### src/rtl/vss_pkg.sv
// ----------------------------------------------------------------------------
// vss_pkg
// Shared types, codes and defaults of the versioned sparse set.
// ----------------------------------------------------------------------------
package vss_pkg;

    localparam int MAX_ENTITIES_DEF  = 1024;
    localparam int DATA_WIDTH_DEF    = 32;
    localparam int VERSION_WIDTH_DEF = 16;

    localparam int INDEX_W     = 10;
    localparam int VER_IN_W    = 16;
    localparam int DATA_IN_W   = 32;
    localparam int COUNT_OUT_W = 11;

    localparam logic [2:0] OP_ADD    = 3'd0;
    localparam logic [2:0] OP_REMOVE = 3'd1;
    localparam logic [2:0] OP_GET    = 3'd2;
    localparam logic [2:0] OP_HAS    = 3'd3;
    localparam logic [2:0] OP_ENABLE = 3'd4;

    localparam logic [1:0] STAT_DONE   = 2'd0;
    localparam logic [1:0] STAT_STALE  = 2'd1;
    localparam logic [1:0] STAT_ABSENT = 2'd2;
    localparam logic [1:0] STAT_RANGE  = 2'd3;

    typedef struct packed {
        logic [2:0]           opcode;
        logic [INDEX_W-1:0]   entity_index;
        logic [VER_IN_W-1:0]  entity_version;
        logic [DATA_IN_W-1:0] component_data;
        logic                 enable_flag;
    } t_in;

    typedef struct packed {
        logic                   found;
        logic [DATA_IN_W-1:0]   data_out;
        logic                   enable_out;
        logic [1:0]             status;
        logic [COUNT_OUT_W-1:0] live_count;
    } t_out;

    typedef enum logic [2:0] {
        S_CLEAR,
        S_IDLE,
        S_LOOK,
        S_FETCH,
        S_EXEC,
        S_FIX
    } t_state;

    typedef struct packed {
        logic clear;
        logic capture;
        logic look;
        logic fetch;
        logic exec;
        logic fix;
    } t_cmd;

    typedef struct packed {
        logic clear_last;
        logic out_free;
        logic fix_need;
    } t_stat;

endpackage

### src/rtl/vss_ctrl.sv
// ----------------------------------------------------------------------------
// vss_ctrl
// Sequencer: sparse clear pass, then lookup, fetch, execute and slot fix-up.
// ----------------------------------------------------------------------------
module vss_ctrl (
    input  logic          i_clk,
    input  logic          i_rst_n,
    input  logic          i_in_valid,
    input  vss_pkg::t_stat i_stat,
    output vss_pkg::t_cmd  o_cmd,
    output logic          o_in_stall
);
    import vss_pkg::*;

    t_state r_state;
    t_state n_state;

    always_ff @(posedge i_clk) begin
        if (!i_rst_n) begin
            r_state <= S_CLEAR;
        end else begin
            r_state <= n_state;
        end
    end

    always_comb begin
        n_state    = r_state;
        o_cmd      = '0;
        o_in_stall = 1'b1;
        unique case (r_state)
            S_CLEAR: begin
                o_cmd.clear = 1'b1;
                if (i_stat.clear_last) begin
                    n_state = S_IDLE;
                end
            end
            S_IDLE: begin
                o_in_stall = 1'b0;
                if (i_in_valid) begin
                    o_cmd.capture = 1'b1;
                    n_state       = S_LOOK;
                end
            end
            S_LOOK: begin
                o_cmd.look = 1'b1;
                n_state    = S_FETCH;
            end
            S_FETCH: begin
                o_cmd.fetch = 1'b1;
                n_state     = S_EXEC;
            end
            S_EXEC: begin
                if (i_stat.out_free) begin
                    o_cmd.exec = 1'b1;
                    n_state    = i_stat.fix_need ? S_FIX : S_IDLE;
                end
            end
            S_FIX: begin
                o_cmd.fix = 1'b1;
                n_state   = S_IDLE;
            end
            default: begin
                n_state = S_CLEAR;
            end
        endcase
    end

endmodule

### config.mk
export PLATFORM = sky130hd
export DESIGN_NAME = vss_ctrl
export DESIGN_NICKNAME = d
export VERILOG_FILES = /design/src/rtl/vss_pkg.sv /design/src/rtl/vss_ctrl.sv
export SDC_FILE = /design/constraint.sdc
export NUM_CORES = 1
export LEC_CHECK = 0
export BUFFER_PORTS_ARGS = -buffer_cell sky130_fd_sc_hd__buf_2
export CAP_MARGIN = 5
export CORE_AREA = 2 2 39 41
export CTS_CLUSTER_SIZE = 30
export DETAILED_ROUTE_END_ITERATION = 16
export DIE_AREA = 0 0 41 43
export MAX_ROUTING_LAYER = met4
export PLACE_DENSITY = 0.37
export SLEW_MARGIN = 20
export SYNTH_ARGS = -nofsm -noshare
export SYNTH_HDL_FRONTEND = slang
export SYNTH_SLANG_ARGS = --single-unit
### constraint.sdc
create_clock -name i_clk -period 1.8 [get_ports i_clk]
set_input_delay 0.36 -clock i_clk [delete_from_list [all_inputs] [get_ports i_clk]]
set_output_delay 0.36 -clock i_clk [all_outputs]
set_load 0.005 [all_outputs]
=== Word level (Yosys, flattened, before mapping) ===
Cells that the tools add are included.

* Equality and inequality tests: 8
* Multiplexer cells: 14
* Reductions and logical operators: 2

{| class="wikitable"
|+ Operators by type and width
! kind !! count
|-
| one-hot mux 3 bit (6 select lines) || 1
|-
| two-way mux 3 bit || 4
|-
| two-way mux 1 bit || 9
|-
| equality test 3 x 2 -> 1 bit, second input constant || 2
|-
| equality test 3 bit, second input constant || 2
|-
| inequality test 2 bit, second input constant || 3
|-
| equality test 3 x 1 -> 1 bit, second input constant || 1
|-
| logical NOT 3 bit || 1
|-
| AND reduction 3 bit || 1
|}

* Register bits after elaboration: 3
* Input port bits: 6
* Output and inout bits: 7
* Logic and storage cells: 25

=== Longest topological paths before layout ===
* Depth after elaboration: 3
* Depth in mapped cells: 4

=== Least setup slack after synthesis ===
OpenSTA, ideal clock, no wires.

* Path type: reg-to-output
* Start: reg r_state[1]
* End: out o_cmd[0] (netlist name)
* Arrival: 766 ps
* Data required time: 1440 ps
* Path slack: 674 ps
* Stages on the path, launching flop included: 3
* Cells stage by stage: dfxtp_1 > inv_1 > and3_2

{| class="wikitable"
|+ RTL lines
! what !! RTL line !! text
|-
| start, declared || vss_ctrl.sv:15 || <nowiki>t_state r_state;</nowiki>
|-
| start signal, assigned || vss_ctrl.sv:22 || <nowiki>r_state <= n_state;</nowiki>
|-
| end, declared || vss_ctrl.sv:10 || <nowiki>output vss_pkg::t_cmd o_cmd,</nowiki>
|}

==> metrics.md <==
| Metric | Value |
|---|---|
| Drc violations | 0 |
| Buffer type at the clock tree root | sky130_fd_sc_hd__clkbuf_4 |
| Finished Layout Cells | 58 |
| Number of violations reported at the end of detailed-routing iteration 0 | 1 |
| Cell with the biggest individual delay on the critical path | sky130_fd_sc_hd__dfxtp_1 |
| Max FFs per register | 3 |
| Clock latency of the later-clocked register in the worst-skew pair | 0.23 ns |
| Antenna Violating Nets Remaining | 0 |
| Initial standard-cell utilization of the core | 18.1% |
| Die area | 1760 µm² |
| Proportion of synthesized chip area in sequential cells | 24.0% |
| TritonCTS Buffers | 3 |
| Register ranked first by flip-flop count | r_state |
| Top-Level Pins | 13 |
| Required time of the critical path | 1.44 ns |
| Top achievable clock speed | 0.617 GHz |
| Storage cell area | 60.1 µm² |
| TritonCTS clock tree | yes |
| Worst voltage drop across the vdd grid | 0.000240 V |
| Critical-path maximum fanout | 9 |
| Number of port buffers | 12 |
| Minimum clock period after layout | 1.62 ns |
| Synthesized net count | 34 |
| Status | finished clean |
| Register bit count reported by yosys | 3 |
| Startpoint of the most critical hold path | i_rst_n |
| Final Cycle Share | 90.1% |
| Worst Setup SP | r_state[0] |
| Worst setup path category | reg2out |
| CP Launch Type | flop |
| # diodes | 0 |
| Remaining max-slew budget at the tightest pin | 73.3% |
| Critical Path AT | 1.26 ns |
| Clk buf depth | 2 |
| Tot GR Track Use | 9.25% |
| DP HPWL | 453 µm |
| Slew at the pin closest to its max-slew limit | 0.399 ns |
| Hold Vio Cnt, Final | 0 |
| Standard-cell rows | 14 |
| Post CTS Setup Buffer Count | 0 |
| Footprint of the multi-input gates | 164 µm² |
| Core Footprint | 1380 µm² |
| Pwr Density | 1000 nW/µm² |
| Largest registers | r_state (3) |
| Initial antenna violation count | 0 |
| Via count of the first global-routing pass | 238 |
| Worst r2r src | r_state[0] |
| Gate Count Post-Synth | 28 |
| Maxcap violations | 0 |
| Setup Total Neg Slack | 0 ns |
| Post-Route Skew | 0.000417 ns |
| Post-Synthesis Cell Area | 250 µm² |
| Number of filler instances in the final layout | 164 |
| Clock tree sinks | 3 |
| WL final | 585 µm |
| Number of max-slew violations in the final report | 0 |
| Leak pwr | 0.000163 µW |
| Grt total ovfl | 0 |
| Vertical die dimension | 43 µm |
| Global placer's final weighted congestion | 0.736 |
| Synthesis-to-finish area growth | 33.5% |
| Number of H-tree levels | 1 |
| Reg clk slew, reported paths | 0.04 ns |
| Die width | 41 µm |
| Layout cell share with drive strength beyond 1 | 47.6% |
| Vias | 244 |
| Number of endpoints failing setup at the final stage | 0 |
| Placed cell count | 54 |
| Crit path largest cell delay | 0.51 ns |
| # resized after CTS | 0 |
| Per-cell via count in the routed design | 4.21 |
| Endpoint type of the worst setup path | primary output |
| Average cell area after synthesis | 8.94 µm² |
| Number of library cell types mapped by synthesis | 20 |
| Number of buffers added to fix hold violations after cts | 0 |
| Cells traversed along the worst timing path | nor2b_2, and3_1, buf_2 |
| Warnings from Yosys | 0 |
| Routed wire per std cell | 10.1 µm |
| # nets final | 49 |
| Pin count of the biggest net entering global routing | 12 |
| Type of the tightest min-delay check | in2reg |
| Drt first pass iters | 2 |
| Unrepaired setup endpoints after global routing | false |
| First-pass GRT wire length | 986 µm |
[worst max-delay path: cells and delay by family (launching register included)]
kind,cells,cell delay [ns]
AND/OR/NAND/NOR,2,0.42
flip-flops,1,0.51
buffers and inverters,1,0.10
[final timing paths]
kind	slack [ns]	depth (start not counted)	end
setup / recovery	0.18	3	o_cmd[4]
hold reg to reg	0.70	1	r_state[1]
setup reg to reg	0.62	3	r_state[2]
hold / removal	0.38	3	r_state[2]
[stage by stage]
step / instance area [µm²] / power, µW / setup WS, ns / util (%) / hold slack, ns
floorplan: 250 / 195 / 0.674 / - / 0.470
global placement: 308 / 218 / 0.427 / 22.2 / 0.622
detailed placement: 308 / 219 / 0.416 / 22.2 / 0.618
CTS: 334 / 344 / 0.159 / 24.1 / 0.369
global route: 334 / 368 / 0.0663 / 24.1 / 0.368
finish: 334 / 335 / 0.178 / 24.1 / 0.378
[metal layers]
metal	routed length [µm]	GRT usage, %	vias to the layer above
met1	245	10.3	110
li1	-	-	128
met2	304	10.6	6
met4	0	12.0	0
met3	36	3.14	0
met5	0	-	-
[cell usage after synthesis]
library cell               n  area share, %
sky130_fd_sc_hd__nand3_1   1            2.0
sky130_fd_sc_hd__nor2_1    1            1.5
sky130_fd_sc_hd__dfxtp_1   3             24
sky130_fd_sc_hd__and3_2    1            3.0
sky130_fd_sc_hd__inv_1     1            1.5
sky130_fd_sc_hd__and3_1    2            5.0
sky130_fd_sc_hd__and2_1    1            2.5
sky130_fd_sc_hd__a21oi_2   1            3.5
sky130_fd_sc_hd__buf_6     2            9.0
sky130_fd_sc_hd__mux2_4    1            6.0
sky130_fd_sc_hd__and3b_1   1            3.5
sky130_fd_sc_hd__o31ai_4   1            8.5
sky130_fd_sc_hd__a32oi_1   1            3.5
sky130_fd_sc_hd__nor2b_2   1            3.5
sky130_fd_sc_hd__nand2_1   2            3.0
sky130_fd_sc_hd__mux2i_1   1            4.0
sky130_fd_sc_hd__nor2b_1   1            2.5
sky130_fd_sc_hd__nand2b_1  2            5.0
sky130_fd_sc_hd__nor3_1    3            6.0
sky130_fd_sc_hd__o22ai_1   1            2.5
[where the power goes]
group	switching (µW)	internal, µW	leakage [µW]
sequential	31.6	78.3	0.0000247
combinational	45.2	61.2	0.000123
clock	35.5	83.1	0.0000150
[cells in the final DEF, fill, tap and decap left out, types with 2 or more instances in the layout]
cell / instances
sky130_fd_sc_hd__dfxtp_1: 3
sky130_fd_sc_hd__nand2_1: 2
sky130_fd_sc_hd__clkbuf_4: 3
sky130_fd_sc_hd__and3_1: 2
sky130_fd_sc_hd__nand2b_1: 2
sky130_fd_sc_hd__buf_2: 12
sky130_fd_sc_hd__nor3_1: 3
[cells by family after synthesis]
family                 share of synthesized area (%)
buffers and inverters                           10.5
multiplexers                                    10.0
AO/OA/AOI/OAI                                   18.0
AND/OR/NAND/NOR                                 37.5
flip-flops                                      24.0
[final cells by class]
type | instances | share of cell area (%)
clock buffers | 4 | 7.87
inverters | 1 | 1.12
multi-input cells | 22 | 49.1
flip-flops and latches | 3 | 18.0
well taps | 16 | 5.99
repair buffers | 12 | 18.0
Power figures use the tool's default switching activity.
